## src/hw/rtl/assert_macros.svh

```systemverilog
// Assertion macros for the RTL files that check themselves (so far only the top level).
`ifndef ASSERT_MACROS_SVH
`define ASSERT_MACROS_SVH

// Property must hold at every clock edge outside reset.
`define WFPC_ASSERT(lbl, prop, msg) \
  lbl: assert property (@(posedge clk) disable iff (!rst_n) (prop)) else $error(msg);

// Expression must never be true outside reset.
`define WFPC_NEVER(lbl, expr, msg) \
  lbl: assert property (@(posedge clk) disable iff (!rst_n) !(expr)) else $error(msg);

`endif

```

## src/hw/rtl/wfpc_pkg.sv

```systemverilog
// Shared types and constants of the wave file parser and converter.
package wfpc_pkg;

  localparam logic [29:0] MAX_FILE_BYTES = 30'd536870912;
  localparam int          MaxChannels    = 32;
  localparam logic [31:0] MAX_FRAMES     = 32'd4194304;
  localparam int          FramesW        = 23;

  localparam logic [31:0] TAG_RIFF = 32'h46464952;
  localparam logic [31:0] TAG_WAVE = 32'h45564157;
  localparam logic [31:0] TAG_FMT  = 32'h20746D66;
  localparam logic [31:0] TAG_DATA = 32'h61746164;

  localparam logic [15:0] FMT_PCM   = 16'd1;
  localparam logic [15:0] FMT_FLOAT = 16'd3;
  localparam logic [15:0] FMT_EXT   = 16'hFFFE;

  // Parse phases.
  localparam logic [2:0] PH_HDR  = 3'd0;
  localparam logic [2:0] PH_CHDR = 3'd1;
  localparam logic [2:0] PH_BODY = 3'd2;
  localparam logic [2:0] PH_PAD  = 3'd3;
  localparam logic [2:0] PH_DATA = 3'd4;
  localparam logic [2:0] PH_TAIL = 3'd5;

  // Status codes.
  localparam logic [3:0] ST_OK      = 4'd0;
  localparam logic [3:0] ST_SIZE    = 4'd1;
  localparam logic [3:0] ST_NOTRIFF = 4'd2;
  localparam logic [3:0] ST_MISSING = 4'd3;
  localparam logic [3:0] ST_CHANS   = 4'd4;
  localparam logic [3:0] ST_RATE    = 4'd5;
  localparam logic [3:0] ST_FORMAT  = 4'd6;
  localparam logic [3:0] ST_DEPTH   = 4'd7;
  localparam logic [3:0] ST_EMPTY   = 4'd8;
  localparam logic [3:0] ST_LONG    = 4'd9;

  localparam logic       ITEM_SAMPLE = 1'b0;
  localparam logic       ITEM_STATUS = 1'b1;

  // Commands from the controller to the datapath.
  typedef struct packed {
    logic step;
    logic norm_step;
    logic div_finish;
    logic load_sample;
    logic load_status;
  } wfpc_cmd_t;

  // Status from the datapath to the controller.
  typedef struct packed {
    logic need_div;
    logic smp;
    logic st_valid;
    logic pend_st;
    logic norm_done;
    logic div_done;
    logic div_bad;
  } wfpc_stat_t;

endpackage

```

## src/hw/rtl/wave_file_parse_convert.sv

```systemverilog
// Top level of the RIFF/WAVE byte parser and sample converter.
// Usage: write the file size to register file_length (address 0) over the
// APB-style port, then stream the file one byte per request on in_*.
// Each result request on out_* is a sample (tuser[0] = 0) as an IEEE
// double with its channel and frame-end mark, or the one final status
// (tuser[0] = 1) with the code, rate and channel count from fmt.
// One byte is handled at a time. The data chunk header also waits for the
// bit-serial frame-count divider. A byte that completes a sample waits for
// the one-bit-per-cycle normalizer, which shifts once per leading-zero bit.
// A status is loaded in a state of its own after the byte or sample it follows.
// While a result waits on out_tready, in_tready stays low and no result is
// ever dropped. After the status all further bytes are taken and dropped.
// Reset clears the parser, returns file_length to zero and withdraws any
// offered result.
`include "assert_macros.svh"

module wave_file_parse_convert import wfpc_pkg::*; (
  input  logic         clk,
  input  logic         rst_n,
  input  logic         in_tvalid,
  output logic         in_tready,
  input  logic [7:0]   in_tdata,   // [7:0] file_byte
  output logic         out_tvalid,
  input  logic         out_tready,
  // [63:0] sample_value, [68:64] channel_index, [72:69] status_code,
  // [92:73] rate_found, [98:93] channels_found, [103:99] zero
  output logic [103:0] out_tdata,
  output logic [1:0]   out_tuser,  // [0] item_kind, [1] frame_end
  output logic         out_tlast,  // run_last
  input  logic         cfg_psel,
  input  logic         cfg_penable,
  input  logic         cfg_pwrite,
  input  logic [2:0]   cfg_paddr,
  input  logic [31:0]  cfg_pwdata,
  output logic [31:0]  cfg_prdata,
  output logic         cfg_pready
);

  wfpc_cmd_t   cmd;
  wfpc_stat_t  stat;
  logic        cfg_we;
  logic [29:0] cfg_rdata;
  logic        o_kind, o_fe, o_last;
  logic [63:0] o_val;
  logic [4:0]  o_ch;
  logic [3:0]  o_code;
  logic [19:0] o_rate;
  logic [5:0]  o_chans;
  logic        out_is_status, status_payload;

  // Register write on the access cycle.
  assign cfg_pready = 1'b1;
  assign cfg_we     = cfg_psel && cfg_penable && cfg_pwrite && (cfg_paddr == 3'd0);
  assign cfg_prdata = (cfg_paddr == 3'd0) ? {2'b00, cfg_rdata} : 32'd0;

  wfpc_ctrl u_ctrl (
    .clk        (clk),
    .rst_n      (rst_n),
    .in_tvalid  (in_tvalid),
    .in_tready  (in_tready),
    .out_tvalid (out_tvalid),
    .out_tready (out_tready),
    .stat       (stat),
    .cmd        (cmd)
  );

  wfpc_dp u_dp (
    .clk       (clk),
    .rst_n     (rst_n),
    .cmd       (cmd),
    .stat      (stat),
    .in_byte   (in_tdata),
    .cfg_we    (cfg_we),
    .cfg_wdata (cfg_pwdata[29:0]),
    .cfg_rdata (cfg_rdata),
    .o_kind    (o_kind),
    .o_val     (o_val),
    .o_ch      (o_ch),
    .o_fe      (o_fe),
    .o_code    (o_code),
    .o_rate    (o_rate),
    .o_chans   (o_chans),
    .o_last    (o_last)
  );

  assign out_tdata = {5'd0, o_chans, o_rate, o_code, o_ch, o_val};
  assign out_tuser = {o_fe, o_kind};
  assign out_tlast = o_last;

  // Status request and the sample fields it must leave clear.
  assign out_is_status  = out_tvalid && out_tuser[0];
  assign status_payload = (out_tdata[68:0] != 69'd0) || out_tuser[1];

  // One byte at a time: never take a byte while a result is offered.
  `WFPC_NEVER(a_one_at_a_time, in_tready && out_tvalid, "byte taken while result pending")
  // A status request always closes the run.
  `WFPC_ASSERT(a_status_last, out_is_status |-> out_tlast, "status not last")
  // A status request carries no sample, channel or frame mark.
  `WFPC_NEVER(a_status_clean, out_is_status && status_payload, "status with sample payload")

endmodule

```

## src/hw/rtl/wfpc_div.sv

```systemverilog
// Restoring divider, one quotient bit per cycle, for the frame count.
module wfpc_div import wfpc_pkg::*; (
  input  logic        clk,
  input  logic        rst_n,
  input  logic        start,
  input  logic [31:0] dividend,
  input  logic [8:0]  divisor,
  output logic        done,
  output logic [31:0] quot
);

  logic [31:0] q_r, q_nxt;
  logic [9:0]  rem_r, rem_nxt;
  logic [8:0]  dvs_r, dvs_nxt;
  logic [5:0]  cnt_r, cnt_nxt;
  logic        busy_r, busy_nxt;
  logic [9:0]  rem_sh;

  // One shift and trial subtract per cycle.
  always_comb begin
    q_nxt    = q_r;
    rem_nxt  = rem_r;
    dvs_nxt  = dvs_r;
    cnt_nxt  = cnt_r;
    busy_nxt = busy_r;
    rem_sh   = {rem_r[8:0], q_r[31]};
    if (start) begin
      q_nxt    = dividend;
      rem_nxt  = '0;
      dvs_nxt  = divisor;
      cnt_nxt  = '0;
      busy_nxt = 1'b1;
    end else if (busy_r && !cnt_r[5]) begin
      if (rem_sh >= {1'b0, dvs_r}) begin
        rem_nxt = rem_sh - {1'b0, dvs_r};
        q_nxt   = {q_r[30:0], 1'b1};
      end else begin
        rem_nxt = rem_sh;
        q_nxt   = {q_r[30:0], 1'b0};
      end
      cnt_nxt = cnt_r + 6'd1;
    end else if (busy_r) begin
      busy_nxt = 1'b0;
    end
  end

  always_ff @(posedge clk) begin
    if (!rst_n) begin
      busy_r <= 1'b0;
      cnt_r  <= '0;
    end else begin
      busy_r <= busy_nxt;
      cnt_r  <= cnt_nxt;
    end
    q_r   <= q_nxt;
    rem_r <= rem_nxt;
    dvs_r <= dvs_nxt;
  end

  assign done = busy_r && cnt_r[5];
  assign quot = q_r;

endmodule

```

## src/hw/rtl/wfpc_dp.sv

```systemverilog
// Datapath: parser state, fmt fields, sample assembly, conversion and output register.
module wfpc_dp import wfpc_pkg::*; (
  input  logic         clk,
  input  logic         rst_n,
  input  wfpc_cmd_t    cmd,
  output wfpc_stat_t   stat,
  input  logic [7:0]   in_byte,
  input  logic         cfg_we,
  input  logic [29:0]  cfg_wdata,
  output logic [29:0]  cfg_rdata,
  output logic         o_kind,
  output logic [63:0]  o_val,
  output logic [4:0]   o_ch,
  output logic         o_fe,
  output logic [3:0]   o_code,
  output logic [19:0]  o_rate,
  output logic [5:0]   o_chans,
  output logic         o_last
);

  logic [29:0] len_r;
  logic [29:0] pos_r, pos_nxt;
  logic [2:0]  phase_r, phase_nxt;
  logic [31:0] tag_r, tag_nxt;
  logic [31:0] clen_r, clen_nxt;
  logic [31:0] left_r, left_nxt;
  logic [15:0] fmt_r, fmt_nxt;
  logic [15:0] chan_r, chan_nxt;
  logic [31:0] rate_r, rate_nxt;
  logic [15:0] bps_r, bps_nxt;
  logic        seen_r, seen_nxt;
  logic [FramesW-1:0] frames_r, frames_nxt;
  logic [63:0] asm_r, asm_nxt;
  logic [3:0]  sbc_r, sbc_nxt;
  logic [4:0]  chc_r, chc_nxt;
  logic        fin_r, fin_nxt;
  logic        pend_r, pend_nxt;
  logic [3:0]  pcode_r, pcode_nxt;

  // Conversion registers.
  logic [63:0] cv_raw_r;
  logic        cv_sign_r;
  logic [31:0] norm_r;
  logic [4:0]  k_r;
  logic        nn_r;
  logic [4:0]  cv_ch_r;
  logic        cv_fe_r;

  logic        st_v, smp, need_div, fe;
  logic [3:0]  st_c, fcode;
  logic [63:0] raw;
  logic [29:0] pos_inc;
  logic [31:0] room, idx, quot;
  logic [2:0]  hidx;
  logic [31:0] tag_sh;
  logic        capture, div_done;
  logic [8:0]  block;

  logic [31:0] xs, mag, norm_init;
  logic        nn_init;
  logic [63:0] smp_val;
  logic [10:0] pexp;

  // Format checks made at the data chunk header.
  always_comb begin
    fcode = ST_OK;
    if (chan_r < 16'd1 || chan_r > 16'(MaxChannels)) begin
      fcode = ST_CHANS;
    end else if (rate_r < 32'd8000 || rate_r > 32'd1000000) begin
      fcode = ST_RATE;
    end else if (fmt_r != FMT_PCM && fmt_r != FMT_FLOAT) begin
      fcode = ST_FORMAT;
    end else if (fmt_r == FMT_FLOAT) begin
      if (bps_r != 16'd32 && bps_r != 16'd64) fcode = ST_DEPTH;
    end else if (bps_r != 16'd16 && bps_r != 16'd24 && bps_r != 16'd32) begin
      fcode = ST_DEPTH;
    end
  end

  assign block = 9'(bps_r[6:3] * chan_r[5:0]);

  // Parser step for one byte, and the frame count once the divider is done.
  always_comb begin
    pos_nxt    = pos_r;
    phase_nxt  = phase_r;
    tag_nxt    = tag_r;
    clen_nxt   = clen_r;
    left_nxt   = left_r;
    fmt_nxt    = fmt_r;
    chan_nxt   = chan_r;
    rate_nxt   = rate_r;
    bps_nxt    = bps_r;
    seen_nxt   = seen_r;
    frames_nxt = frames_r;
    asm_nxt    = asm_r;
    sbc_nxt    = sbc_r;
    chc_nxt    = chc_r;
    fin_nxt    = fin_r;
    pend_nxt   = pend_r;
    pcode_nxt  = pcode_r;
    st_v       = 1'b0;
    st_c       = ST_OK;
    smp        = 1'b0;
    need_div   = 1'b0;
    fe         = 1'b0;
    raw        = asm_r;
    pos_inc    = pos_r + 30'd1;
    room       = '0;
    idx        = clen_r - left_r;
    hidx       = 3'd0 - left_r[2:0];
    tag_sh     = {in_byte, tag_r[31:8]};
    capture    = (tag_r == TAG_FMT) && (clen_r >= 32'd16);

    if (cmd.step && !fin_r) begin
      if (len_r == '0 || len_r > MAX_FILE_BYTES) begin
        st_v = 1'b1;
        st_c = ST_SIZE;
      end else begin
        pos_nxt = pos_inc;
        unique case (phase_r)
          PH_HDR: begin
            if (pos_r < 30'd4 || (pos_r >= 30'd8 && pos_r < 30'd12)) tag_nxt = tag_sh;
            if (pos_r == 30'd3 && tag_nxt != TAG_RIFF) begin
              st_v = 1'b1;
              st_c = ST_NOTRIFF;
            end else if (pos_r == 30'd11) begin
              if (tag_nxt != TAG_WAVE) begin
                st_v = 1'b1;
                st_c = ST_NOTRIFF;
              end else if ({1'b0, pos_inc} + 31'd8 <= {1'b0, len_r}) begin
                phase_nxt = PH_CHDR;
                left_nxt  = 32'd8;
                tag_nxt   = '0;
                clen_nxt  = '0;
              end else begin
                phase_nxt = PH_TAIL;
              end
            end
          end
          PH_CHDR: begin
            if (!hidx[2]) tag_nxt = tag_sh;
            else clen_nxt = clen_r | ({24'd0, in_byte} << {hidx[1:0], 3'b000});
            left_nxt = left_r - 32'd1;
            if (left_nxt == '0) begin
              if (len_r > pos_inc) room = {2'b00, len_r - pos_inc};
              if (clen_nxt > room) clen_nxt = room;
              if (tag_nxt == TAG_DATA) begin
                if (!seen_r) begin
                  st_v = 1'b1;
                  st_c = ST_MISSING;
                end else if (fcode != ST_OK) begin
                  st_v = 1'b1;
                  st_c = fcode;
                end else begin
                  need_div  = 1'b1;
                  phase_nxt = PH_DATA;
                  asm_nxt   = '0;
                  sbc_nxt   = '0;
                  chc_nxt   = '0;
                end
              end else begin
                if (tag_nxt == TAG_FMT && clen_nxt >= 32'd16) seen_nxt = 1'b1;
                asm_nxt = '0;
                if (clen_nxt == '0) begin
                  // An empty chunk has no body and no pad byte.
                  if ({1'b0, pos_inc} + 31'd8 <= {1'b0, len_r}) begin
                    phase_nxt = PH_CHDR;
                    left_nxt  = 32'd8;
                    tag_nxt   = '0;
                    clen_nxt  = '0;
                  end else begin
                    phase_nxt = PH_TAIL;
                  end
                end else begin
                  phase_nxt = PH_BODY;
                  left_nxt  = clen_nxt;
                end
              end
            end
          end
          PH_BODY: begin
            if (capture) begin
              if (idx == 32'd0) fmt_nxt = {8'd0, in_byte};
              else if (idx == 32'd1) fmt_nxt = {in_byte, fmt_r[7:0]};
              else if (idx == 32'd2) chan_nxt = {8'd0, in_byte};
              else if (idx == 32'd3) chan_nxt = {in_byte, chan_r[7:0]};
              else if (idx == 32'd4) rate_nxt = {24'd0, in_byte};
              else if (idx == 32'd5) rate_nxt = rate_r | {16'd0, in_byte, 8'd0};
              else if (idx == 32'd6) rate_nxt = rate_r | {8'd0, in_byte, 16'd0};
              else if (idx == 32'd7) rate_nxt = rate_r | {in_byte, 24'd0};
              else if (idx == 32'd14) bps_nxt = {8'd0, in_byte};
              else if (idx == 32'd15) bps_nxt = {in_byte, bps_r[7:0]};
              else if (idx == 32'd24) asm_nxt = {56'd0, in_byte};
              else if (idx == 32'd25) asm_nxt = asm_r | {48'd0, in_byte, 8'd0};
            end
            left_nxt = left_r - 32'd1;
            if (left_nxt == '0) begin
              // Extensible fmt: the subformat GUID carries the real format.
              if (capture && fmt_nxt == FMT_EXT && clen_r >= 32'd40) fmt_nxt = asm_nxt[15:0];
              if (clen_r[0]) begin
                phase_nxt = PH_PAD;
              end else if ({1'b0, pos_inc} + 31'd8 <= {1'b0, len_r}) begin
                phase_nxt = PH_CHDR;
                left_nxt  = 32'd8;
                tag_nxt   = '0;
                clen_nxt  = '0;
              end else begin
                phase_nxt = PH_TAIL;
              end
            end
          end
          PH_PAD: begin
            if ({1'b0, pos_inc} + 31'd8 <= {1'b0, len_r}) begin
              phase_nxt = PH_CHDR;
              left_nxt  = 32'd8;
              tag_nxt   = '0;
              clen_nxt  = '0;
            end else begin
              phase_nxt = PH_TAIL;
            end
          end
          PH_DATA: begin
            asm_nxt = asm_r | ({56'd0, in_byte} << {sbc_r[2:0], 3'b000});
            sbc_nxt = sbc_r + 4'd1;
            if ({9'd0, sbc_nxt} >= bps_r[15:3]) begin
              smp     = 1'b1;
              raw     = asm_nxt;
              fe      = ({12'd0, chc_r} + 17'd1 >= {1'b0, chan_r});
              asm_nxt = '0;
              sbc_nxt = '0;
              chc_nxt = chc_r + 5'd1;
              if (fe) begin
                chc_nxt = '0;
                if (frames_r != '0) frames_nxt = frames_r - FramesW'(1);
                if (frames_nxt == '0) begin
                  st_v = 1'b1;
                  st_c = ST_OK;
                end
              end
            end
          end
          default: begin
          end
        endcase
        // File end reached without a finished parse.
        if (!st_v && !need_div && pos_inc >= len_r) begin
          st_v = 1'b1;
          st_c = (phase_nxt == PH_HDR) ? ST_NOTRIFF : ST_MISSING;
        end
      end
    end

    if (cmd.div_finish) begin
      if (quot == '0) begin
        st_v = 1'b1;
        st_c = ST_EMPTY;
      end else if (quot > MAX_FRAMES) begin
        st_v = 1'b1;
        st_c = ST_LONG;
      end else begin
        frames_nxt = quot[FramesW-1:0];
      end
    end

    if (st_v) begin
      fin_nxt   = 1'b1;
      pend_nxt  = 1'b1;
      pcode_nxt = st_c;
    end
    if (cmd.load_status) pend_nxt = 1'b0;
  end

  wfpc_div u_div (
    .clk      (clk),
    .rst_n    (rst_n),
    .start    (need_div),
    .dividend (clen_nxt),
    .divisor  (block),
    .done     (div_done),
    .quot     (quot)
  );

  // Starting point of the normalizer for a new sample.
  always_comb begin
    unique case (bps_r[5:3])
      3'd2:    xs = {{16{raw[15]}}, raw[15:0]};
      3'd3:    xs = {{8{raw[23]}}, raw[23:0]};
      default: xs = raw[31:0];
    endcase
    mag = xs[31] ? (32'd0 - xs) : xs;
    if (fmt_r == FMT_FLOAT) begin
      norm_init = {1'b0, raw[22:0], 8'd0};
      nn_init   = (bps_r == 16'd32) && (raw[30:23] == 8'd0) && (raw[22:0] != 23'd0);
    end else begin
      norm_init = mag;
      nn_init   = (mag != '0);
    end
  end

  // Sample value once normalization is done.
  always_comb begin
    unique case (bps_r[5:3])
      3'd2:    pexp = 11'd1054 - {6'd0, k_r} - 11'd15;
      3'd3:    pexp = 11'd1054 - {6'd0, k_r} - 11'd23;
      default: pexp = 11'd1054 - {6'd0, k_r} - 11'd31;
    endcase
    if (fmt_r == FMT_FLOAT) begin
      if (bps_r == 16'd64) begin
        smp_val = cv_raw_r;
      end else if (cv_raw_r[30:23] == 8'hFF) begin
        smp_val = {cv_raw_r[31], 11'h7FF, cv_raw_r[22:0], 29'd0};
        if (cv_raw_r[22:0] != 23'd0) smp_val[51] = 1'b1;
      end else if (cv_raw_r[30:23] == 8'd0) begin
        if (cv_raw_r[22:0] == 23'd0) smp_val = {cv_raw_r[31], 63'd0};
        else smp_val = {cv_raw_r[31], 11'd897 - {6'd0, k_r}, norm_r[30:8], 29'd0};
      end else begin
        smp_val = {cv_raw_r[31], {3'd0, cv_raw_r[30:23]} + 11'd896, cv_raw_r[22:0], 29'd0};
      end
    end else if (!nn_r) begin
      smp_val = '0;
    end else begin
      smp_val = {cv_sign_r, pexp, norm_r[30:0], 21'd0};
    end
  end

  // Parser state and configuration.
  always_ff @(posedge clk) begin
    if (!rst_n) begin
      len_r    <= '0;
      pos_r    <= '0;
      phase_r  <= PH_HDR;
      tag_r    <= '0;
      clen_r   <= '0;
      left_r   <= '0;
      fmt_r    <= '0;
      chan_r   <= '0;
      rate_r   <= '0;
      bps_r    <= '0;
      seen_r   <= 1'b0;
      frames_r <= '0;
      asm_r    <= '0;
      sbc_r    <= '0;
      chc_r    <= '0;
      fin_r    <= 1'b0;
      pend_r   <= 1'b0;
      pcode_r  <= ST_OK;
    end else begin
      if (cfg_we) len_r <= cfg_wdata;
      pos_r    <= pos_nxt;
      phase_r  <= phase_nxt;
      tag_r    <= tag_nxt;
      clen_r   <= clen_nxt;
      left_r   <= left_nxt;
      fmt_r    <= fmt_nxt;
      chan_r   <= chan_nxt;
      rate_r   <= rate_nxt;
      bps_r    <= bps_nxt;
      seen_r   <= seen_nxt;
      frames_r <= frames_nxt;
      asm_r    <= asm_nxt;
      sbc_r    <= sbc_nxt;
      chc_r    <= chc_nxt;
      fin_r    <= fin_nxt;
      pend_r   <= pend_nxt;
      pcode_r  <= pcode_nxt;
    end
  end

  // Normalizer: one left shift per cycle until the top bit is set.
  always_ff @(posedge clk) begin
    if (cmd.step && smp) begin
      cv_raw_r  <= raw;
      cv_sign_r <= xs[31];
      norm_r    <= norm_init;
      k_r       <= '0;
      nn_r      <= nn_init;
      cv_ch_r   <= chc_r;
      cv_fe_r   <= fe;
    end else if (cmd.norm_step) begin
      norm_r <= {norm_r[30:0], 1'b0};
      k_r    <= k_r + 5'd1;
    end
  end

  // Output register.
  always_ff @(posedge clk) begin
    if (cmd.load_sample) begin
      o_kind  <= ITEM_SAMPLE;
      o_val   <= smp_val;
      o_ch    <= cv_ch_r;
      o_fe    <= cv_fe_r;
      o_code  <= ST_OK;
      o_rate  <= '0;
      o_chans <= '0;
      o_last  <= !pend_r;
    end else if (cmd.load_status) begin
      o_kind  <= ITEM_STATUS;
      o_val   <= '0;
      o_ch    <= '0;
      o_fe    <= 1'b0;
      o_code  <= pcode_r;
      o_rate  <= rate_r[19:0];
      o_chans <= chan_r[5:0];
      o_last  <= 1'b1;
    end
  end

  assign cfg_rdata      = len_r;
  assign stat.need_div  = need_div;
  assign stat.smp       = smp;
  assign stat.st_valid  = st_v;
  assign stat.pend_st   = pend_r;
  assign stat.norm_done = !nn_r || norm_r[31];
  assign stat.div_done  = div_done;
  assign stat.div_bad   = (quot == '0) || (quot > MAX_FRAMES);

endmodule

```

## src/hw/rtl/wfpc_ctrl.sv

```systemverilog
// Controller state machine sequencing byte steps, division, conversion and output.
module wfpc_ctrl import wfpc_pkg::*; (
  input  logic       clk,
  input  logic       rst_n,
  input  logic       in_tvalid,
  output logic       in_tready,
  output logic       out_tvalid,
  input  logic       out_tready,
  input  wfpc_stat_t stat,
  output wfpc_cmd_t  cmd
);

  localparam logic [2:0] S_IDLE = 3'd0;
  localparam logic [2:0] S_DIV  = 3'd1;
  localparam logic [2:0] S_NORM = 3'd2;
  localparam logic [2:0] S_OUT1 = 3'd3;
  localparam logic [2:0] S_STAT = 3'd4;
  localparam logic [2:0] S_OUT2 = 3'd5;

  logic [2:0] state_r, state_nxt;

  // Next state and commands.
  always_comb begin
    state_nxt = state_r;
    cmd       = '0;
    unique case (state_r)
      S_IDLE: begin
        if (in_tvalid) begin
          cmd.step = 1'b1;
          priority if (stat.need_div) state_nxt = S_DIV;
          else if (stat.smp) state_nxt = S_NORM;
          else if (stat.st_valid) state_nxt = S_STAT;
          else state_nxt = S_IDLE;
        end
      end
      S_DIV: begin
        if (stat.div_done) begin
          cmd.div_finish = 1'b1;
          state_nxt = stat.div_bad ? S_STAT : S_IDLE;
        end
      end
      S_NORM: begin
        if (stat.norm_done) begin
          cmd.load_sample = 1'b1;
          state_nxt = S_OUT1;
        end else begin
          cmd.norm_step = 1'b1;
        end
      end
      S_OUT1: begin
        if (out_tready) state_nxt = stat.pend_st ? S_STAT : S_IDLE;
      end
      S_STAT: begin
        cmd.load_status = 1'b1;
        state_nxt = S_OUT2;
      end
      S_OUT2: begin
        if (out_tready) state_nxt = S_IDLE;
      end
      default: state_nxt = S_IDLE;
    endcase
  end

  always_ff @(posedge clk) begin
    if (!rst_n) begin
      state_r <= S_IDLE;
    end else begin
      state_r <= state_nxt;
    end
  end

  assign in_tready  = (state_r == S_IDLE);
  assign out_tvalid = (state_r == S_OUT1) || (state_r == S_OUT2);

endmodule
```

## config.mk

```make
export PLATFORM = sky130hd
export DESIGN_NAME = wave_file_parse_convert
export DESIGN_NICKNAME = d
export VERILOG_FILES = /design/src/hw/rtl/wfpc_pkg.sv /design/src/hw/rtl/wave_file_parse_convert.sv /design/src/hw/rtl/wfpc_div.sv /design/src/hw/rtl/wfpc_dp.sv /design/src/hw/rtl/wfpc_ctrl.sv
export VERILOG_INCLUDE_DIRS = /design/src /design/src/hw/rtl
export SDC_FILE = /design/constraint.sdc
export NUM_CORES = 2
export LEC_CHECK = 0
export BUFFER_PORTS_ARGS = -buffer_cell sky130_fd_sc_hd__buf_2
export CAP_MARGIN = 15
export CORE_MARGIN = 4
export CORE_UTILIZATION = 40
export DETAILED_ROUTE_END_ITERATION = 8
export GPL_ROUTABILITY_DRIVEN = 0
export MAX_ROUTING_LAYER = met4
export RECOVER_POWER = 50
export SLEW_MARGIN = 0
export SYNTH_ARGS = -nofsm -noshare
export SYNTH_HDL_FRONTEND = slang
export SYNTH_HIERARCHICAL = 1
export SYNTH_SLANG_ARGS = --single-unit
```

## constraint.sdc

```tcl
create_clock -name clk -period 13.7 [get_ports clk]
set_input_delay 0.685 -clock clk [delete_from_list [all_inputs] [get_ports clk]]
set_output_delay 0.685 -clock clk [all_outputs]
set_load 0.1 [all_outputs]
```

Word level (Yosys, flattened, before mapping)
Index checks and enable logic that the tools add are counted.
{"block": "totals", "ff_bits": 613, "inputBits": 50, "output_inout_bits": 142, "elab_cells": 494}
{"block": "op_classes", "addsub": 20, "mul": 1, "order_cmp": 19, "n_eq_ne": 70, "shifts": 2, "mux": 241, "bitwise_logic": 20, "n_reduce_logical": 79}
{"op": "32-bit two-way mux", "n": 65}
{"op": "64-bit two-way mux", "n": 27}
{"op": "32-bit one-hot mux with 4 select lines", "n": 3}
{"op": "23-bit two-way mux", "n": 14}
{"op": "16-bit two-way mux", "n": 12}
{"op": "64-bit one-hot mux with 3 select lines", "n": 1}
{"op": "63-bit two-way mux", "n": 3}
{"op": "32-bit by 3-bit equality test with 1-bit output (second input constant)", "n": 4}
{"op": "32-bit logical NOT", "n": 4}
{"op": "4-bit two-way mux", "n": 21}
{"op": "3-bit two-way mux", "n": 25}
{"op": "23-bit nonzero test", "n": 3}
{"op": "32-bit by 2-bit equality test with 1-bit output (second input constant)", "n": 2}
{"op": "32-bit by 30-bit equality test with 1-bit output (second input constant)", "n": 2}
{"op": "32-bit by 4-bit equality test with 1-bit output (second input constant)", "n": 2}
{"op": "32-bit by 5-bit equality test with 1-bit output (second input constant)", "n": 2}
{"op": "32-bit by 5-bit greater-or-equal comparator with 1-bit output (second input constant)", "n": 2}
{"op": "32-bit by 31-bit != test with 1-bit output (second input constant)", "n": 2}
{"op": "32-bit bitwise OR", "n": 2}
{"op": "64-bit by 16-bit bitwise OR with 64-bit output", "n": 1}
{"op": "64-bit bitwise OR", "n": 1}
{"op": "32-bit one-hot mux with 2 select lines", "n": 1}
{"op": "8-bit by 6-bit << shifter with 64-bit output", "n": 1}
{"op": "30-bit two-way mux", "n": 2}
{"op": "other kinds (94)", "n": 250}

Depth between registers and ports, before layout
{"block": "depth", "ltp_word": 30, "depth_mapped": 33, "ltp_nobuf": 30}

Cells and area by module
The synthesis kept the hierarchy.
{"module": "wfpc_dp", "n_inst": 1, "cells_each": 4657, "area_each_um2": 37148.1, "seq_area_each_um2": 12822.3}
{"module": "wfpc_div", "n_inst": 1, "cells_each": 207, "area_each_um2": 2751.4, "seq_area_each_um2": 1551.5}
{"module": "wave_file_parse_convert", "n_inst": 1, "cells_each": 47, "area_each_um2": 329.1, "seq_area_each_um2": 0.0}
{"module": "wfpc_ctrl", "n_inst": 1, "cells_each": 37, "area_each_um2": 305.3, "seq_area_each_um2": 60.1}

Worst setup path before layout
No wires, ideal clock.
{"block": "synth_path", "path_kind": "reg2reg", "start": "register u_dp.pos_r[9]", "end": "register u_dp.u_div.q_r[30] (netlist: u_dp/u_div/quot[30]), data pin", "setup_ps": 260, "arrival_time_ps": 7083, "required_time_ps": 13440, "path_slack_ps": 6357, "stages_incl_launch_ff": 31, "period_less_slack_ps": 7343, "path_cell_list": "dfxtp_1 -> clkbuf_1 -> and4_1 -> nand2_1 -> nor3_1 -> xnor2_1 -> ha_1 -> inv_1 -> or4b_1 -> nor4b_1 -> nor4_1 -> buf_2 -> nor2_1 -> buf_2 -> buf_2 -> nand2_1 -> ha_1 -> nand4_1 -> or3_1 -> a21o_1 -> a31oi_1 -> o31ai_1 -> inv_1 -> nand3_1 -> or4b_1 -> nor4_1 -> o211ai_2 -> nor3_2 -> o21bai_1 -> a22o_1 -> mux2_2"}
{"block": "synth_via", "elab_chain_len": 21}
{"element": "start: declaration", "line": "wfpc_dp.sv:22", "source": "logic [29:0] pos_r, pos_nxt;"}
{"element": "start signal: assignment", "line": "wfpc_dp.sv:349", "source": "pos_r <= pos_nxt;"}
{"element": "30-bit by 1-bit adder with 30-bit output", "line": "wfpc_dp.sv:107", "source": "pos_inc = pos_r + 30'd1;"}
{"element": "30-bit subtractor or 30-bit > comparator (tied branches)", "line": "wfpc_dp.sv:145", "source": "if (len_r > pos_inc) room = {2'b00, len_r - pos_inc};"}
{"element": "30-bit two-way mux", "line": "wfpc_dp.sv:145"}
{"element": "32-bit two-way mux", "line": "wfpc_dp.sv:144", "source": "if (left_nxt == '0) begin"}
{"element": "32-bit two-way mux", "line": "wfpc_dp.sv:120", "source": "unique case (phase_r)"}
{"element": "32-bit two-way mux", "line": "wfpc_dp.sv:115", "source": "if (len_r == '0 || len_r > MAX_FILE_BYTES) begin"}
{"element": "32-bit two-way mux", "line": "wfpc_dp.sv:114", "source": "if (cmd.step && !fin_r) begin"}
{"element": "32-bit > comparator", "line": "wfpc_dp.sv:146", "source": "if (clen_nxt > room) clen_nxt = room;"}
{"element": "[... 7 more ...]"}
{"element": "32-bit two-way mux", "line": "wfpc_dp.sv:147", "source": "if (tag_nxt == TAG_DATA) begin"}
{"element": "32-bit two-way mux", "line": "wfpc_dp.sv:144"}
{"element": "32-bit one-hot mux with 4 select lines (*)", "line": "wfpc_dp.sv:120"}
{"element": "32-bit two-way mux (*)", "line": "wfpc_dp.sv:115"}
{"element": "32-bit two-way mux (*)", "line": "wfpc_dp.sv:114"}
{"element": "via u_dp.clen_nxt[30]", "line": "wfpc_dp.sv:25", "source": "logic [31:0] clen_r, clen_nxt;"}
{"element": "32-bit two-way mux (*)", "line": "wfpc_div.sv:27", "source": "if (start) begin"}
{"element": "via u_dp.u_div.q_nxt[30]", "line": "wfpc_div.sv:12", "source": "logic [31:0] q_r, q_nxt;"}
{"element": "end signal: assignment", "line": "wfpc_div.sv:55", "source": "q_r <= q_nxt;"}
{"element": "end: declaration", "line": "wfpc_div.sv:12"}
Mark *: on every way through the listed nets, which the timed path passes. The rest lies on a longest branch. The select of a mux whose other input is x is not followed.
A chain may end at the register's enable or synchronous reset.

Worst setup path after layout
{"block": "layout_path", "start": "register u_dp.pos_r[3]", "end": "register u_dp.tag_r[29]"}
{"block": "layout_via", "elab_chain_len": 18}
{"element": "30-bit by 1-bit adder with 30-bit output", "line": "wfpc_dp.sv:107"}
{"element": "30-bit subtractor or 30-bit > comparator (tied branches)", "line": "wfpc_dp.sv:145"}
{"element": "30-bit two-way mux", "line": "wfpc_dp.sv:145"}
{"element": "32-bit two-way mux", "line": "wfpc_dp.sv:144"}
{"element": "32-bit two-way mux", "line": "wfpc_dp.sv:120"}
{"element": "32-bit two-way mux", "line": "wfpc_dp.sv:115"}
{"element": "32-bit two-way mux", "line": "wfpc_dp.sv:114"}
{"element": "32-bit > comparator", "line": "wfpc_dp.sv:146"}
{"element": "[... 2 more ...]"}
{"element": "32-bit two-way mux", "line": "wfpc_dp.sv:120"}
{"element": "32-bit two-way mux", "line": "wfpc_dp.sv:115"}
{"element": "32-bit two-way mux", "line": "wfpc_dp.sv:114"}
{"element": "32-bit logical NOT", "line": "wfpc_dp.sv:164", "source": "if (clen_nxt == '0) begin"}
{"element": "32-bit two-way mux", "line": "wfpc_dp.sv:164"}
{"element": "32-bit two-way mux", "line": "wfpc_dp.sv:147"}
{"element": "32-bit two-way mux", "line": "wfpc_dp.sv:144"}
{"element": "32-bit one-hot mux with 4 select lines (*)", "line": "wfpc_dp.sv:120"}
{"element": "end signal: assignment", "line": "wfpc_dp.sv:351", "source": "tag_r <= tag_nxt;"}
{"element": "end: declaration", "line": "wfpc_dp.sv:24", "source": "logic [31:0] tag_r, tag_nxt;"}
Mark *: on every way between the ends. The rest lies on a longest branch, timed or not. The select of a mux whose other input is x is not followed.

==> flow_metrics.tcl <==
set metrics [dict create \
    synth-seq-cells 613 \
    start_util_pct 40.4 \
    synthTopCellsByArea "dfxtp_1 (20%), edfxtp_1 (16%), nor2_1 (5.6%)" \
    cts-htree-levels 3 \
    final_area_um2 44600 \
    worstHoldPathType "input port to flop" \
    setup_ws_ns 4.49 \
    whs_ns 0.294 \
    antenna_found_initial 1 \
    netlist.area_leader.share_pct 19.6 \
    cts_max_path_buffers 3 \
    synth_cell_types 115 \
    arrival_ns 9.70 \
    fin_skew_ns 0.0429 \
    fill_cells 10058 \
    synth_top_family_by_area "simple AND/OR/NAND/NOR gates" \
    cts_tree "built" \
    avgSynthCellArea_um2 8.19 \
    hold_buffers 0 \
    grt_max_degree 95 \
    slew_viol_final 588 \
    first_pass_iters 6 \
    critPathLaunch "u_dp/pos_r[3]" \
    endpoint_kind "flop" \
    cts_buffers 74 \
    synth_ff_type "dfxtp_1" \
    grt-ovfl-total 0 \
    synth-simple-area-share_pct 24.5 \
    r2r_end "u_dp/tag_r[29]" \
    cts_root_buf "clkbuf_16" \
    num_rows 116 \
    syn_area_um2 40500 \
    vdd_ir_drop_max_mv 0.131 \
    place_ws_ns 4.47 \
    nets 5194 \
    reg2reg_from "u_dp/pos_r[3]" \
    worst_pin_slew_ns 4.62 \
    vias_per_cell 6.04 \
    rsz0062_at_grt "false" \
    cts.sinks 613 \
    yosysTopAreaCell "dfxtp_1" \
    reg2reg_slack_ns 4.49 \
    ant_nets 0 \
    worstSkewPairLatency_ns 0.66 \
    first_global_vias 35236 \
    setup_viol 0 \
    worstPathMaxFanout 19 \
    finalHoldViolations 0 \
    synth_fa_ha_area_share_pct 5.69 \
    fmax_mhz 109 \
    dpl_cell_area_um2 42400 \
    relSlewSlack_pct -208 \
    layout-drive-gt1-share_pct 6.90 \
    cts_resized 0 \
    worst_path_max_delay_cell "dfxtp_1" \
    core_um2 100000 \
    start_kind "flop" \
    path_class "flop to flop" \
    yosys_warnings 6 \
    fin_crit_sh_pct 67.2 \
    drtIter0Drc 3984 \
    port_buffers 181 \
    grt_use_total_pct 26.5 \
    netlist_instances 4948 \
    detailedPlacementHpwl_mm 106 \
    die_y_um 326 \
    synth-compound-area-share_pct 19.8 \
    reg2reg_depth 30 \
    run_status "finished with violations" \
    cts.clk_slew.worst_paths_ns 0.06 \
    max-cap-violations 12 \
    stdcell_count 6388 \
    wl_per_cell_um 22.5 \
    p_per_area_nw_per_um2 115 \
    cpPeakStageDelay_ns 0.68 \
    post-route-min-period_ns 9.21 \
    die-width_um 326 \
    syn_to_final_growth_pct 10.1 \
    p_leak_nw 16.7 \
    finalSetupTns_ns 0 \
    ys_async_sr_fraction_pct 0 \
    num_vias 38552 \
    synth_xor_area_share_pct 4.82 \
    post-place-cells 6251 \
    violations "max-capacitance violations, max-slew violations" \
    post-cts-setup-buffer-count 0 \
    drt_wl_total_mm 143 \
    grt_pass1_wl_mm 217 \
    dieArea_um2 106000 \
    critPathRequiredTime_ns 14.18 \
    drc 0 \
    endpoint "u_dp/tag_r[29]" \
    synthMuxAreaShare_pct 4.36 \
    boundaryPins 192 \
    synth_edf_count 216 \
    ys_seq_area_share_pct 35.6 \
]
==> cell usage in the layout (no fill, tap or decap), drive strengths merged, types with 157 or more instances in the layout <==
cell type  count
a21oi        367
inv          210
edfxtp       216
ha           162
o21ai        252
dfxtp        397
nand2        487
clkbuf       252
nor2         602
nand3        157
==> synthesized netlist by cell type (all sizes together), types with 87 or more instances <==
master,count
ha,162
and2,128
o21ai,252
xnor2,148
dfxtp,397
edfxtp,216
nor3,124
a21o,87
inv,211
nand2,487
a21oi,367
mux2i,118
clkbuf,233
nand3,157
nor2,602
nor4,116
==> power by group <==
group          leakage (nW)  total [mW]  switching (mW)  internal [mW]
combinational          10.5        1.15           0.905          0.245
sequential             5.01        2.01          0.0384           1.97
clock                  1.19        1.99           0.832           1.16
==> cell type report <==
class	count	area, um2	area share, %
Timing Repair Buffer	248	1190	2.67
Tap cell	1357	1700	3.80
Clock buffer	104	2100	4.70
Multi-Input combinational cell	3821	24000	53.9
Clock inverter	31	358	0.802
Inverter	213	801	1.79
Sequential cell	613	14400	32.3
Antenna cell	1	2.50	0.00561
==> flip-flops by register name (all words and copies together) (netlist names), 16 cells and up <==
| name | flops |
|---|---|
| u_dp/pos_r | 30 |
| u_dp/chan_r | 16 |
| u_dp/rate_r | 32 |
| u_dp/cfg_rdata | 30 |
| u_dp/cv_raw_r | 64 |
| u_dp/frames_r | 23 |
| u_dp/tag_r | 32 |
| u_dp/u_div/quot | 32 |
| u_dp/o_rate | 20 |
| u_dp/norm_r | 32 |
| u_dp/bps_r | 16 |
| u_dp/clen_r | 32 |
| u_dp/left_r | 32 |
| u_dp/asm_r | 64 |
| u_dp/fmt_r | 16 |
| u_dp/o_val | 64 |
==> routing by layer <==
metal | vias to the layer above | track usage, % | part of all wire, %
li1 | 18000 | - | -
met1 | 18346 | 34.8 | 43
met2 | 1841 | 41.7 | 45
met3 | 365 | 3.79 | 7.7
met4 | 0 | 9.83 | 4.5
met5 | - | - | 0
==> how the worst min path moves through the flow <==
stage | start | end | slack [ns] | depth (start not counted)
after global routing | cfg_pwdata[24] | u_dp/cfg_rdata[24] | 0.28 | 3
final | cfg_pwdata[1] | u_dp/cfg_rdata[1] | 0.29 | 3
after global placement | u_dp/u_div/rem_r[8] | u_dp/u_div/rem_r[8] | 0.44 | 2
after floorplan | u_dp/u_div/rem_r[8] | u_dp/u_div/rem_r[8] | 0.43 | 2
after CTS | cfg_pwdata[24] | u_dp/cfg_rdata[24] | 0.25 | 3
after detailed placement | u_dp/rate_r[21] | u_dp/rate_r[21] | 0.44 | 2
==> worst max-delay path, delay by kind of cell, from the launching register on <==
kind / cells / cell delay, ns
flops: 1 / 0.68
compound gates: 8 / 1.80
fa+ha+maj: 2 / 0.60
simple gates: 16 / 5.01
xor+xnor: 1 / 0.36
buf+inv: 3 / 0.55
==> metrics by stage <==
| stage | power (mW) | utilization [%] |
|---|---|---|
| 4_1_cts | 5.18 | 44.7 |
| 3_5_place_dp | 3.19 | 42.3 |
| 2_1_floorplan | 2.91 | - |
| 6_report | 5.14 | 44.5 |
| 3_3_place_gp | 3.18 | 42.3 |
| 5_1_grt | 5.32 | 44.5 |
==> logic make-up after synthesis <==
logic type / after synthesis
xor+xnor: 220
compound gates: 1229
buf+inv: 520
simple gates: 2016
mux: 169
fa+ha+maj: 179
other cells: 2
flops: 613
(Power assumes the default switching activity.)
